### src/sv/smwrr_pkg.sv
// Package with the types, constants and helpers of the smooth weighted round-robin picker.
package smwrr_pkg;

  localparam int MAX_PEERS    = 16;
  localparam int NUM_CHANNELS = 4;
  localparam int MEM_DEPTH    = MAX_PEERS * NUM_CHANNELS;

  localparam int WEIGHT_W     = 14;
  localparam int CREDIT_W     = 19;
  localparam int TOTAL_W      = 18;
  localparam int CHANNEL_W    = 2;
  localparam int PEER_FIELD_W = 4;

  localparam int PEER_W = $clog2(MAX_PEERS);
  localparam int CH_W   = (NUM_CHANNELS > 1) ? $clog2(NUM_CHANNELS) : 1;
  localparam int ADDR_W = $clog2(MEM_DEPTH);
  localparam int CNT_W  = $clog2(MEM_DEPTH + 1);

  localparam logic [WEIGHT_W-1:0] WEIGHT_LIMIT = WEIGHT_W'(10000);

  localparam logic signed [CREDIT_W-1:0] CREDIT_MAX = {1'b0, {(CREDIT_W-1){1'b1}}};
  localparam logic signed [CREDIT_W-1:0] CREDIT_MIN = {1'b1, {(CREDIT_W-1){1'b0}}};

  localparam logic MODE_WRITE  = 1'b0;
  localparam logic MODE_SELECT = 1'b1;

  typedef struct packed {
    logic                    mode;
    logic [CHANNEL_W-1:0]    channel;
    logic [PEER_FIELD_W-1:0] peer_index;
    logic [WEIGHT_W-1:0]     weight;
  } req_t;

  typedef struct packed {
    logic                    found;
    logic [PEER_FIELD_W-1:0] chosen_peer;
  } res_t;

  typedef enum logic [2:0] {
    ST_CLEAR,
    ST_IDLE,
    ST_WRITE,
    ST_SUM,
    ST_SCAN,
    ST_FINISH,
    ST_DONE
  } state_t;

  typedef struct packed {
    logic              clear_en;
    logic [ADDR_W-1:0] clr_addr;
    logic              load;
    logic              wr_weight;
    logic [PEER_W-1:0] rd_idx;
    logic              proc_en;
    logic [PEER_W-1:0] proc_idx;
    logic              op_scan;
    logic              op_sum;
    logic              finish;
    logic              store_total;
    logic              done;
  } ctl_t;

  function automatic logic [ADDR_W-1:0] slot_addr(input logic [CH_W-1:0] ch,
                                                  input logic [PEER_W-1:0] peer);
    return ADDR_W'(int'(ch) * MAX_PEERS + int'(peer));
  endfunction

endpackage

### src/sv/smwrr_satadd.sv
// Shared saturating adder for credits and channel totals.
module smwrr_satadd (
  input  logic signed [smwrr_pkg::CREDIT_W-1:0] a,
  input  logic signed [smwrr_pkg::CREDIT_W-1:0] b,
  output logic signed [smwrr_pkg::CREDIT_W-1:0] y
);

  logic signed [smwrr_pkg::CREDIT_W:0] sum;

  always_comb begin
    sum = {a[smwrr_pkg::CREDIT_W-1], a} + {b[smwrr_pkg::CREDIT_W-1], b};
    if (sum[smwrr_pkg::CREDIT_W] != sum[smwrr_pkg::CREDIT_W-1]) begin
      y = sum[smwrr_pkg::CREDIT_W] ? smwrr_pkg::CREDIT_MIN : smwrr_pkg::CREDIT_MAX;
    end else begin
      y = sum[smwrr_pkg::CREDIT_W-1:0];
    end
  end

endmodule

### src/sv/smwrr_ctrl.sv
// Sequencer that steps the clearing pass, weight writes, total sums and peer scans.
module smwrr_ctrl (
  input  logic                clk,
  input  logic                rst,
  input  logic                req_valid,
  input  smwrr_pkg::req_t     req_data,
  input  logic                res_ready,
  output logic                req_ready,
  output logic                res_valid,
  output smwrr_pkg::ctl_t     ctl
);

  smwrr_pkg::state_t state, state_next;
  logic [smwrr_pkg::CNT_W-1:0] cnt, cnt_next;
  logic [smwrr_pkg::CNT_W-1:0] cnt_dec;
  logic ch_ok, peer_ok, weight_ok, at_end, out_free;

  assign ch_ok     = int'(req_data.channel) < smwrr_pkg::NUM_CHANNELS;
  assign peer_ok   = int'(req_data.peer_index) < smwrr_pkg::MAX_PEERS;
  assign weight_ok = req_data.weight <= smwrr_pkg::WEIGHT_LIMIT;
  assign at_end    = cnt == smwrr_pkg::CNT_W'(smwrr_pkg::MAX_PEERS);
  assign out_free  = !res_valid || res_ready;
  assign cnt_dec   = cnt - smwrr_pkg::CNT_W'(1);

  always_comb begin
    state_next = state;
    cnt_next   = '0;
    case (state)
      smwrr_pkg::ST_CLEAR: begin
        cnt_next = cnt + smwrr_pkg::CNT_W'(1);
        if (cnt == smwrr_pkg::CNT_W'(smwrr_pkg::MEM_DEPTH - 1)) begin
          state_next = smwrr_pkg::ST_IDLE;
          cnt_next   = '0;
        end
      end
      smwrr_pkg::ST_IDLE: begin
        if (req_valid) begin
          if (!ch_ok) begin
            state_next = smwrr_pkg::ST_DONE;
          end else if (req_data.mode == smwrr_pkg::MODE_SELECT) begin
            state_next = smwrr_pkg::ST_SCAN;
          end else if (peer_ok && weight_ok) begin
            state_next = smwrr_pkg::ST_WRITE;
          end else begin
            state_next = smwrr_pkg::ST_DONE;
          end
        end
      end
      smwrr_pkg::ST_WRITE: begin
        state_next = smwrr_pkg::ST_SUM;
      end
      smwrr_pkg::ST_SUM: begin
        cnt_next = cnt + smwrr_pkg::CNT_W'(1);
        if (at_end) begin
          state_next = smwrr_pkg::ST_DONE;
          cnt_next   = '0;
        end
      end
      smwrr_pkg::ST_SCAN: begin
        cnt_next = cnt + smwrr_pkg::CNT_W'(1);
        if (at_end) begin
          state_next = smwrr_pkg::ST_FINISH;
          cnt_next   = '0;
        end
      end
      smwrr_pkg::ST_FINISH: begin
        state_next = smwrr_pkg::ST_DONE;
      end
      smwrr_pkg::ST_DONE: begin
        if (out_free) begin
          state_next = smwrr_pkg::ST_IDLE;
        end
      end
      default: begin
        state_next = smwrr_pkg::ST_IDLE;
      end
    endcase
  end

  always_comb begin
    req_ready       = state == smwrr_pkg::ST_IDLE;
    ctl             = '0;
    ctl.clr_addr    = cnt[smwrr_pkg::ADDR_W-1:0];
    ctl.rd_idx      = cnt[smwrr_pkg::PEER_W-1:0];
    ctl.proc_idx    = cnt_dec[smwrr_pkg::PEER_W-1:0];
    ctl.load        = req_ready && req_valid;
    case (state)
      smwrr_pkg::ST_CLEAR:  ctl.clear_en = 1'b1;
      smwrr_pkg::ST_WRITE:  ctl.wr_weight = 1'b1;
      smwrr_pkg::ST_SUM: begin
        ctl.op_sum      = 1'b1;
        ctl.proc_en     = cnt != '0;
        ctl.store_total = at_end;
      end
      smwrr_pkg::ST_SCAN: begin
        ctl.op_scan = 1'b1;
        ctl.proc_en = cnt != '0;
      end
      smwrr_pkg::ST_FINISH: ctl.finish = 1'b1;
      smwrr_pkg::ST_DONE:   ctl.done = out_free;
      default: ctl.load = ctl.load;
    endcase
  end

  always_ff @(posedge clk) begin
    if (rst) begin
      state     <= smwrr_pkg::ST_CLEAR;
      cnt       <= '0;
      res_valid <= 1'b0;
    end else begin
      state <= state_next;
      cnt   <= cnt_next;
      if (ctl.done) begin
        res_valid <= 1'b1;
      end else if (res_ready) begin
        res_valid <= 1'b0;
      end
    end
  end

endmodule

### src/sv/smwrr_datapath.sv
// Weight and credit memories, channel totals, best-peer registers and the result register.
module smwrr_datapath (
  input  logic            clk,
  input  logic            rst,
  input  smwrr_pkg::req_t req_data,
  input  smwrr_pkg::ctl_t ctl,
  output smwrr_pkg::res_t res_data
);

  logic [smwrr_pkg::WEIGHT_W-1:0]        weight_mem [smwrr_pkg::MEM_DEPTH];
  logic signed [smwrr_pkg::CREDIT_W-1:0] credit_mem [smwrr_pkg::MEM_DEPTH];
  logic [smwrr_pkg::TOTAL_W-1:0]         totals [smwrr_pkg::NUM_CHANNELS];

  logic [smwrr_pkg::CH_W-1:0]            ch_q;
  logic [smwrr_pkg::PEER_W-1:0]          peer_q;
  logic [smwrr_pkg::WEIGHT_W-1:0]        weight_q;
  logic [smwrr_pkg::WEIGHT_W-1:0]        w_rd;
  logic signed [smwrr_pkg::CREDIT_W-1:0] c_rd;
  logic signed [smwrr_pkg::CREDIT_W-1:0] acc;
  logic                                  have;
  logic [smwrr_pkg::PEER_W-1:0]          best;

  logic [smwrr_pkg::ADDR_W-1:0]          rd_addr;
  logic [smwrr_pkg::TOTAL_W-1:0]         total_rd;
  logic signed [smwrr_pkg::CREDIT_W-1:0] alu_a, alu_b, alu_y;
  logic                                  active, better;
  logic                                  w_we, c_we;
  logic [smwrr_pkg::ADDR_W-1:0]          w_addr, c_addr;
  logic [smwrr_pkg::WEIGHT_W-1:0]        w_wdata;
  logic signed [smwrr_pkg::CREDIT_W-1:0] c_wdata;

  assign rd_addr  = smwrr_pkg::slot_addr(ch_q, ctl.rd_idx);
  assign total_rd = totals[ch_q];
  assign active   = w_rd != '0;
  assign better   = !have || (alu_y > acc);

  always_comb begin
    alu_a = ctl.op_scan ? c_rd : acc;
    if (ctl.finish) begin
      alu_b = ~{1'b0, total_rd} + smwrr_pkg::CREDIT_W'(1);
    end else begin
      alu_b = {{(smwrr_pkg::CREDIT_W - smwrr_pkg::WEIGHT_W){1'b0}}, w_rd};
    end
  end

  smwrr_satadd u_satadd (
    .a (alu_a),
    .b (alu_b),
    .y (alu_y)
  );

  always_comb begin
    w_we    = ctl.clear_en || ctl.wr_weight;
    w_addr  = ctl.clear_en ? ctl.clr_addr : smwrr_pkg::slot_addr(ch_q, peer_q);
    w_wdata = ctl.clear_en ? '0 : weight_q;

    c_we    = 1'b0;
    c_addr  = ctl.clr_addr;
    c_wdata = '0;
    if (ctl.clear_en) begin
      c_we = 1'b1;
    end else if (ctl.wr_weight) begin
      c_we   = weight_q == '0;
      c_addr = smwrr_pkg::slot_addr(ch_q, peer_q);
    end else if (ctl.op_scan) begin
      c_we    = ctl.proc_en && active;
      c_addr  = smwrr_pkg::slot_addr(ch_q, ctl.proc_idx);
      c_wdata = alu_y;
    end else if (ctl.finish) begin
      c_we    = have;
      c_addr  = smwrr_pkg::slot_addr(ch_q, best);
      c_wdata = alu_y;
    end
  end

  always_ff @(posedge clk) begin
    if (w_we) begin
      weight_mem[w_addr] <= w_wdata;
    end
    w_rd <= weight_mem[rd_addr];
  end

  always_ff @(posedge clk) begin
    if (c_we) begin
      credit_mem[c_addr] <= c_wdata;
    end
    c_rd <= credit_mem[rd_addr];
  end

  always_ff @(posedge clk) begin
    if (rst) begin
      for (int i = 0; i < smwrr_pkg::NUM_CHANNELS; i++) begin
        totals[i] <= '0;
      end
    end else if (ctl.store_total) begin
      totals[ch_q] <= alu_y[smwrr_pkg::TOTAL_W-1:0];
    end
  end

  always_ff @(posedge clk) begin
    if (ctl.load) begin
      ch_q     <= smwrr_pkg::CH_W'(req_data.channel);
      peer_q   <= smwrr_pkg::PEER_W'(req_data.peer_index);
      weight_q <= req_data.weight;
      acc      <= '0;
      have     <= 1'b0;
      best     <= '0;
    end else if (ctl.proc_en && ctl.op_sum) begin
      acc <= alu_y;
    end else if (ctl.proc_en && ctl.op_scan && active && better) begin
      acc  <= alu_y;
      have <= 1'b1;
      best <= ctl.proc_idx;
    end
    if (ctl.done) begin
      res_data.found       <= have;
      res_data.chosen_peer <= have ? smwrr_pkg::PEER_FIELD_W'(best) : '0;
    end
  end

endmodule

### src/sv/smooth_weighted_round_robin_top.sv
// Top level of the smooth weighted round-robin picker.
// Requests arrive on req_valid/req_ready/req_data and each gives exactly one result on
// res_valid/res_ready/res_data. A write request sets one peer's weight on one channel
// (weight 0 retires the peer and clears its credit) and answers found = 0. A select
// request credits every active peer of the channel, picks the largest credit with ties
// to the lower index, and charges the channel total to the winner.
// One request is worked at a time; req_ready is high only while the sequencer is idle.
// A select walks the channel's peers one per cycle, set by the single memory read port
// and the shared saturating adder. A valid write walks the same peers, because the
// channel total is summed again over that walk; a rejected request goes from idle
// straight to posting its result. The sequencer is idle again in the same cycle that
// the result is posted. After reset the block clears the weight and credit memories
// and holds req_ready low meanwhile.
// The result sits in an output register, so the next request is accepted while an
// earlier result waits; if the receiver still stalls when the next result is ready,
// the sequencer holds that result until the register frees.
module smooth_weighted_round_robin_top (
  input  logic            clk,
  input  logic            rst,
  input  logic            req_valid,
  output logic            req_ready,
  input  smwrr_pkg::req_t req_data,
  output logic            res_valid,
  input  logic            res_ready,
  output smwrr_pkg::res_t res_data
);

  smwrr_pkg::ctl_t ctl;

  smwrr_ctrl u_ctrl (
    .clk       (clk),
    .rst       (rst),
    .req_valid (req_valid),
    .req_data  (req_data),
    .res_ready (res_ready),
    .req_ready (req_ready),
    .res_valid (res_valid),
    .ctl       (ctl)
  );

  smwrr_datapath u_datapath (
    .clk      (clk),
    .rst      (rst),
    .req_data (req_data),
    .ctl      (ctl),
    .res_data (res_data)
  );

endmodule
### config.mk
export PLATFORM = sky130hd
export DESIGN_NAME = smooth_weighted_round_robin_top
export DESIGN_NICKNAME = d
export VERILOG_FILES = /design/src/sv/smwrr_pkg.sv /design/src/sv/smwrr_satadd.sv /design/src/sv/smwrr_ctrl.sv /design/src/sv/smwrr_datapath.sv /design/src/sv/smooth_weighted_round_robin_top.sv
export SDC_FILE = /design/constraint.sdc
export NUM_CORES = 2
export LEC_CHECK = 0
export BUFFER_PORTS_ARGS = -buffer_cell sky130_fd_sc_hd__buf_2
export CELL_PAD_IN_SITES_DETAIL_PLACEMENT = 0
export CELL_PAD_IN_SITES_GLOBAL_PLACEMENT = 1
export CORE_AREA = 2 2 389 469
export DETAILED_ROUTE_END_ITERATION = 7
export DIE_AREA = 0 0 391 471
export PLACE_DENSITY = 0.79
export SYNTH_ARGS = -nofsm -noshare
export SYNTH_HDL_FRONTEND = slang
export SYNTH_SLANG_ARGS = --single-unit
### constraint.sdc
create_clock -name clk -period 10.2 [get_ports clk]
set_input_delay 1.02 -clock clk [delete_from_list [all_inputs] [get_ports clk]]
set_output_delay 1.02 -clock clk [all_outputs]
set_load 0.02 [all_outputs]
==> Word-level counts from Yosys, hierarchy flattened <==
Memory sizes are Yosys's and may differ from the RTL's. A register that Yosys moved wholly into a read port is not among the register bits.
Cells that the tools add are included.
{ "word_totals": {"memories": 3, "ram_bits": 2184, "romBits": 0, "latch_bits": 0, "in_bits": 25, "regBits": 60} }
{ "classes": {"n_reduce_logical": 21, "mux": 54, "bitwise": 2, "n_eq_ne": 14, "magnitude_cmp": 2, "add_sub_neg": 8, "multipliers": 0, "shift": 0, "n_div": 0} }
{ "memory_table": {"columns": ["name", "depth", "width", "read_ports", "rd_ports_with_merged_regs", "write_ports", "line", "source"], "rows": [
  ["u_datapath.credit_mem", 64, 19, 1, 1, 1, "smwrr_datapath.sv:11", "logic signed [smwrr_pkg::CREDIT_W-1:0] credit_mem [smwrr_pkg::MEM_DEPTH];"],
  ["u_datapath.weight_mem", 64, 14, 1, 1, 1, "smwrr_datapath.sv:10", "logic [smwrr_pkg::WEIGHT_W-1:0] weight_mem [smwrr_pkg::MEM_DEPTH];"],
  ["u_datapath.totals", 4, 18, 1, 1, 4, "smwrr_datapath.sv:12", "logic [smwrr_pkg::TOTAL_W-1:0] totals [smwrr_pkg::NUM_CHANNELS];"]
]} }
{ "op_table": {"columns": ["operator", "n"], "rows": [
  ["$mux 19", 10],
  ["$mux 6", 5],
  ["$add 6x4->6", 4],
  ["$mux 1", 24],
  ["$mux 3", 7],
  ["$pmux 3 s7", 1],
  ["$add 19x19->20", 1],
  ["$add 19x1->19 const B", 1],
  ["$gt 19x19->1", 1],
  ["$not 18->19", 1],
  ["$mux 18", 1],
  ["$reduce_or 18->1", 1],
  ["$le 14x14->1 const B", 1],
  ["$logic_not 14->1", 1],
  ["$mux 14", 1],
  ["$mux 7", 2],
  ["$pmux 7 s2", 1],
  ["$reduce_bool 14->1", 1],
  ["$eq 3x3->1 const B", 3],
  ["$ne 2x1->1 const B", 4],
  ["$add 7x1->7 const B", 1],
  ["$eq 7x5->1 const B", 1],
  ["$eq 7x6->1 const B", 1],
  ["$reduce_bool 7->1", 1],
  ["15 further kinds", 26]
]} }

==> Longest topological paths before layout <==
{ "depth": {"ltp_word": 11, "ltp_mapped": 33} }

==> Cells and area by module <==
Synthesis repeated with hierarchy kept, for this count alone.
{ "hier_totals": {"hier_cells": 4120, "hier_area_um2": 89917.5} }
{ "by_module_without_submodules": {"columns": ["mod", "area_per_inst_um2", "n_inst", "cells_each", "seq_area_each_um2"], "rows": [
  ["smwrr_datapath", 87891.8, 1, 3875, 67514.8],
  ["smwrr_satadd", 1198.6, 1, 145, 0.0],
  ["smwrr_ctrl", 827.0, 1, 100, 220.2]
]} }

==> Worst setup path before layout <==
No wires, ideal clock.
{ "synth_timing": {"kind": "register to register", "startpoint": "register with a tool-made name", "endpoint": "memory u_datapath.credit_mem[0][18] (netlist bit) (data pin)", "stages_incl_launch_ff": 19, "period_less_slack_ns": 7.371, "path_slack_ns": 2.829, "setup_time_ns": 0.721, "arrival_ns": 6.650, "path_cell_list": "dfxtp_1 > clkbuf_1 > buf_1 > mux4_2 > nor4_2 > nor3b_4 > inv_2 > or3_1 > xnor2_1 > o21ai_1 > ha_1 > nand4_1 > o21ai_0 > a21oi_1 > a21oi_1 > xor2_1 > ha_1 > nor2_1 > a211oi_1"} }
{ "synth_lines": {"columns": ["element", "line"], "rows": [
  ["end, declared", "smwrr_datapath.sv:11"]
]} }

==> impl_metrics.csv <==
group,metric,value,unit
status,status,"finished, final reports clean",
critical_path,arrival,9.84,ns
synthesis,synth_fp_nets,4160,
sta,setup_tns,0,ns
routing,firstDrtPassIters,6,
synthesis,synthArstFlopShare,0,%
critical_path,reg2reg_setup_slack,1.12,ns
sta,slew_viol_final,0,
finish,final-seq-area,67700,um^2
synthesis,synth_edf_count,2209,
routing,drc_errors,0,
floorplan,fp.dieH,471,um
clock_tree,clkLatencyLatePin,0.83,ns
sta,hold_viol_final,0,
synthesis,yosys.area.top_type,"edfxtp_1",
finish,multi_input_area,20900,um^2
synthesis,synth_area_leaders,"edfxtp_1 (74%), mux4_2 (17%), dfxtp_1 (1.6%), nor2_1 (1.2%), ha_1 (0.60%)",
sta,finClkSkew,0.0252,ns
sta,period_share,89.0,%
critical_path,required,10.96,ns
floorplan,start_util,49.7,%
sta,rsz0062_at_grt,"no",
clock_tree,cts-root-buf,"clkbuf_16",
clock_tree,htree_levels,4,
pwr,leakage,0.0306,uW
sta,tightest_slew,1.32,ns
critical_path,start_kind,"flip-flop",
finish,fill_cells,12897,
floorplan,core,180000,um^2
critical_path,critPathKind,"reg2reg",
clock_tree,clockBufferDepth,3,
global_route,grt_pass1_vias,42776,
synthesis,synth_top_area_share,74.2,%
pwr,power,26300,uW
synthesis,ys_seq_area_share,75.8,%
place,io_buffers,31,
synthesis,synth_seq_cells,2279,
synthesis,yosys_warnings,0,
sta,fmax,0.110,GHz
floorplan,die-area,184000,um^2
global_route,globalRouteOverflowTotal,0,
floorplan,io_pins,32,
synthesis,synthesis.instances,4091,
clock_tree,ctsResizeCount,0,
place,dp_cells,6419,
place,postPlaceCellArea,93300,um^2
routing,drt_iter0_drc,5355,
finish,utilization,55.5,%
clock_tree,cts_tree,"done",
global_route,track_usage,22.3,%
critical_path,timing.rr.end,"u_datapath.acc[2]",
clock_tree,cts_sinks,2279,
synthesis,synth_ff_type,"edfxtp_1",
synthesis,ys_types,64,
finish,design_area,99700,um^2
floorplan,fp-row-count,171,
finish,fin_nets,4359,
pwr,power_density,263,nW/um^2
worst_hold_path,hp-class,"in2reg",
routing,wl_per_cell,30.0,um
sta,relSlewSlack,11.8,%
synthesis,yosys-top-cells-count,"edfxtp_1 (2,209), mux4_2 (690), nor2_1 (285)",
routing,vias_per_cell,6.25,
routing,antenna_left,0,
finish,final_layout_size_suffix_gt1_share,29.6,%
critical_path,crit_fanout,21,
clock_tree,cts.hold.buffers_added,0,
sta,fin_crit,9.08,ns
global_route,antenna_found_initial,10,
synthesis,netlist_area,89400,um^2
sta,setup_viol,0,
clock_tree,clkTransAtPathRegs,0.06,ns
synthesis,synth_most_common_cell,"edfxtp_1",
synthesis,avgSynthCellArea,21.8,um^2
place,post-dp-hpwl,116000,um
global_route,grt_max_degree,163,
pwr,vdd_drop_max,0.000264,V
finish,layout-area-overhead-vs-synth,11.6,%
critical_path,critPathCaptureType,"flip-flop",
critical_path,endpoint,"u_datapath.acc[2]",
critical_path,r2r.worst_path.cells,27,
routing,vias,42497,
clock_tree,numCtsBuffers,204,
place,gp_congestion,0.857,
global_route,grt_pass1_wl,297000,um
finish,instances_no_fill,6798,
routing,drt-total-wl,204000,um
clock_tree,cts_setup_buffers,0,
floorplan,dieWidth,391,um
job,drv_cap,0,
==> layout by cell type (no fill, tap or decap), types with 48 or more instances in the layout <==
| cell type | instances |
|---|---|
| o21ai_0 | 54 |
| edfxtp_1 | 2209 |
| inv_1 | 56 |
| nand2_1 | 104 |
| clkbuf_1 | 48 |
| mux4_2 | 690 |
| dfxtp_1 | 67 |
| buf_4 | 164 |
| a21oi_1 | 60 |
| nor2_2 | 83 |
| clkbuf_16 | 207 |
| nor2_1 | 183 |
==> per-layer routing <==
layer | part of all wire [%] | global-route usage [%] | vias up
met5 | 0.0064 | 0 | -
met4 | 2.9 | 7.04 | 2
li1 | - | - | 17461
met3 | 9.0 | 3.92 | 283
met2 | 48 | 35.0 | 2092
met1 | 40 | 32.3 | 22659
==> area by class of cell <==
cell class	count	share of cell area [%]
flip-flops and latches	2279	67.9
multi-input cells	1546	21.0
clock buffers	256	5.39
well taps	2335	2.93
repair buffers	201	1.51
clock inverters	120	1.01
inverters	58	0.226
diodes	3	0.00753
==> per-stage QoR <==
stage	hold WS (ns)	worst slack [ns]
2_1_floorplan	0.453	2.83
3_3_place_gp	0.476	1.29
3_5_place_dp	0.499	1.15
4_1_cts	0.306	1.08
5_1_grt	0.334	0.357
6_report	0.365	1.12
==> registers in the layout, indices dropped and copies added, names as in the netlist, 5 cells and up, named ones only <==
| name | count |
|---|---|
| u_datapath.weight_mem | 896 |
| u_datapath.w_rd | 14 |
| u_datapath.c_rd | 19 |
| u_datapath.credit_mem | 1216 |
| u_datapath.res_data | 5 |
| u_datapath.totals | 72 |
| u_datapath.weight_q | 14 |
| u_datapath.acc | 19 |
| u_ctrl.cnt | 7 |
==> power by group <==
group          switching [uW]  internal (uW)  total [uW]
Clock                    3310           4090        7400
Sequential                237          11200       11400
Combinational            4350           3100        7460
==> cell families (layout without fill, tap and decap cells) <==
logic type / Yosys count / count (layout) / synth area share, %
buffers and inverters: 266 / 635 / 1.23
adder cells (fa/ha/maj): 44 / 44 / 0.624
other: 0 / 3 / 0
multiplexers: 717 / 717 / 17.8
AND/OR/NAND/NOR: 529 / 529 / 2.63
AO/OA/AOI/OAI: 221 / 221 / 1.54
XOR/XNOR: 35 / 35 / 0.343
flip-flops: 2279 / 2279 / 75.8
==> worst min path at each step <==
stage,startpoint,to,slack [ns],cells after the start
2_1_floorplan,u_datapath.best[1],u_datapath.best[1],0.45,2
3_3_place_gp,u_ctrl.cnt[6],u_ctrl.cnt[6],0.48,2
3_5_place_dp,u_ctrl.cnt[6],u_ctrl.cnt[6],0.50,2
4_1_cts,req_data[17],u_datapath.peer_q[3],0.31,1
5_1_grt,req_data[17],u_datapath.peer_q[3],0.33,1
6_report,req_data[17],u_datapath.peer_q[3],0.36,1
==> worst max-delay path, cell delays in order (launching register included) <==
cell and delay, ns:
dfxtp_1 0.45, buf_4 0.35, mux4_1 0.71, nor4_2 0.38, nor3b_4 0.33, inv_2 0.07
or3_1 0.38, xnor2_1 0.24, o21ai_1 0.09, ha_1 0.38, nand4_1 0.09, o21ai_0 0.38
a21oi_1 0.20, a21oi_1 0.21, xor2_1 0.23, ha_1 0.38, nand2_1 0.46, a21boi_1 0.67
inv_1 0.11, ha_1 0.35, and4_1 0.19, a221oi_1 0.50, nand3_1 0.15, o221ai_2 0.41
nand2_1 0.52, buf_4 0.38, mux2_2 0.28, nor2_1 0.09
No activity file was read; power rests on OpenSTA's default activity.
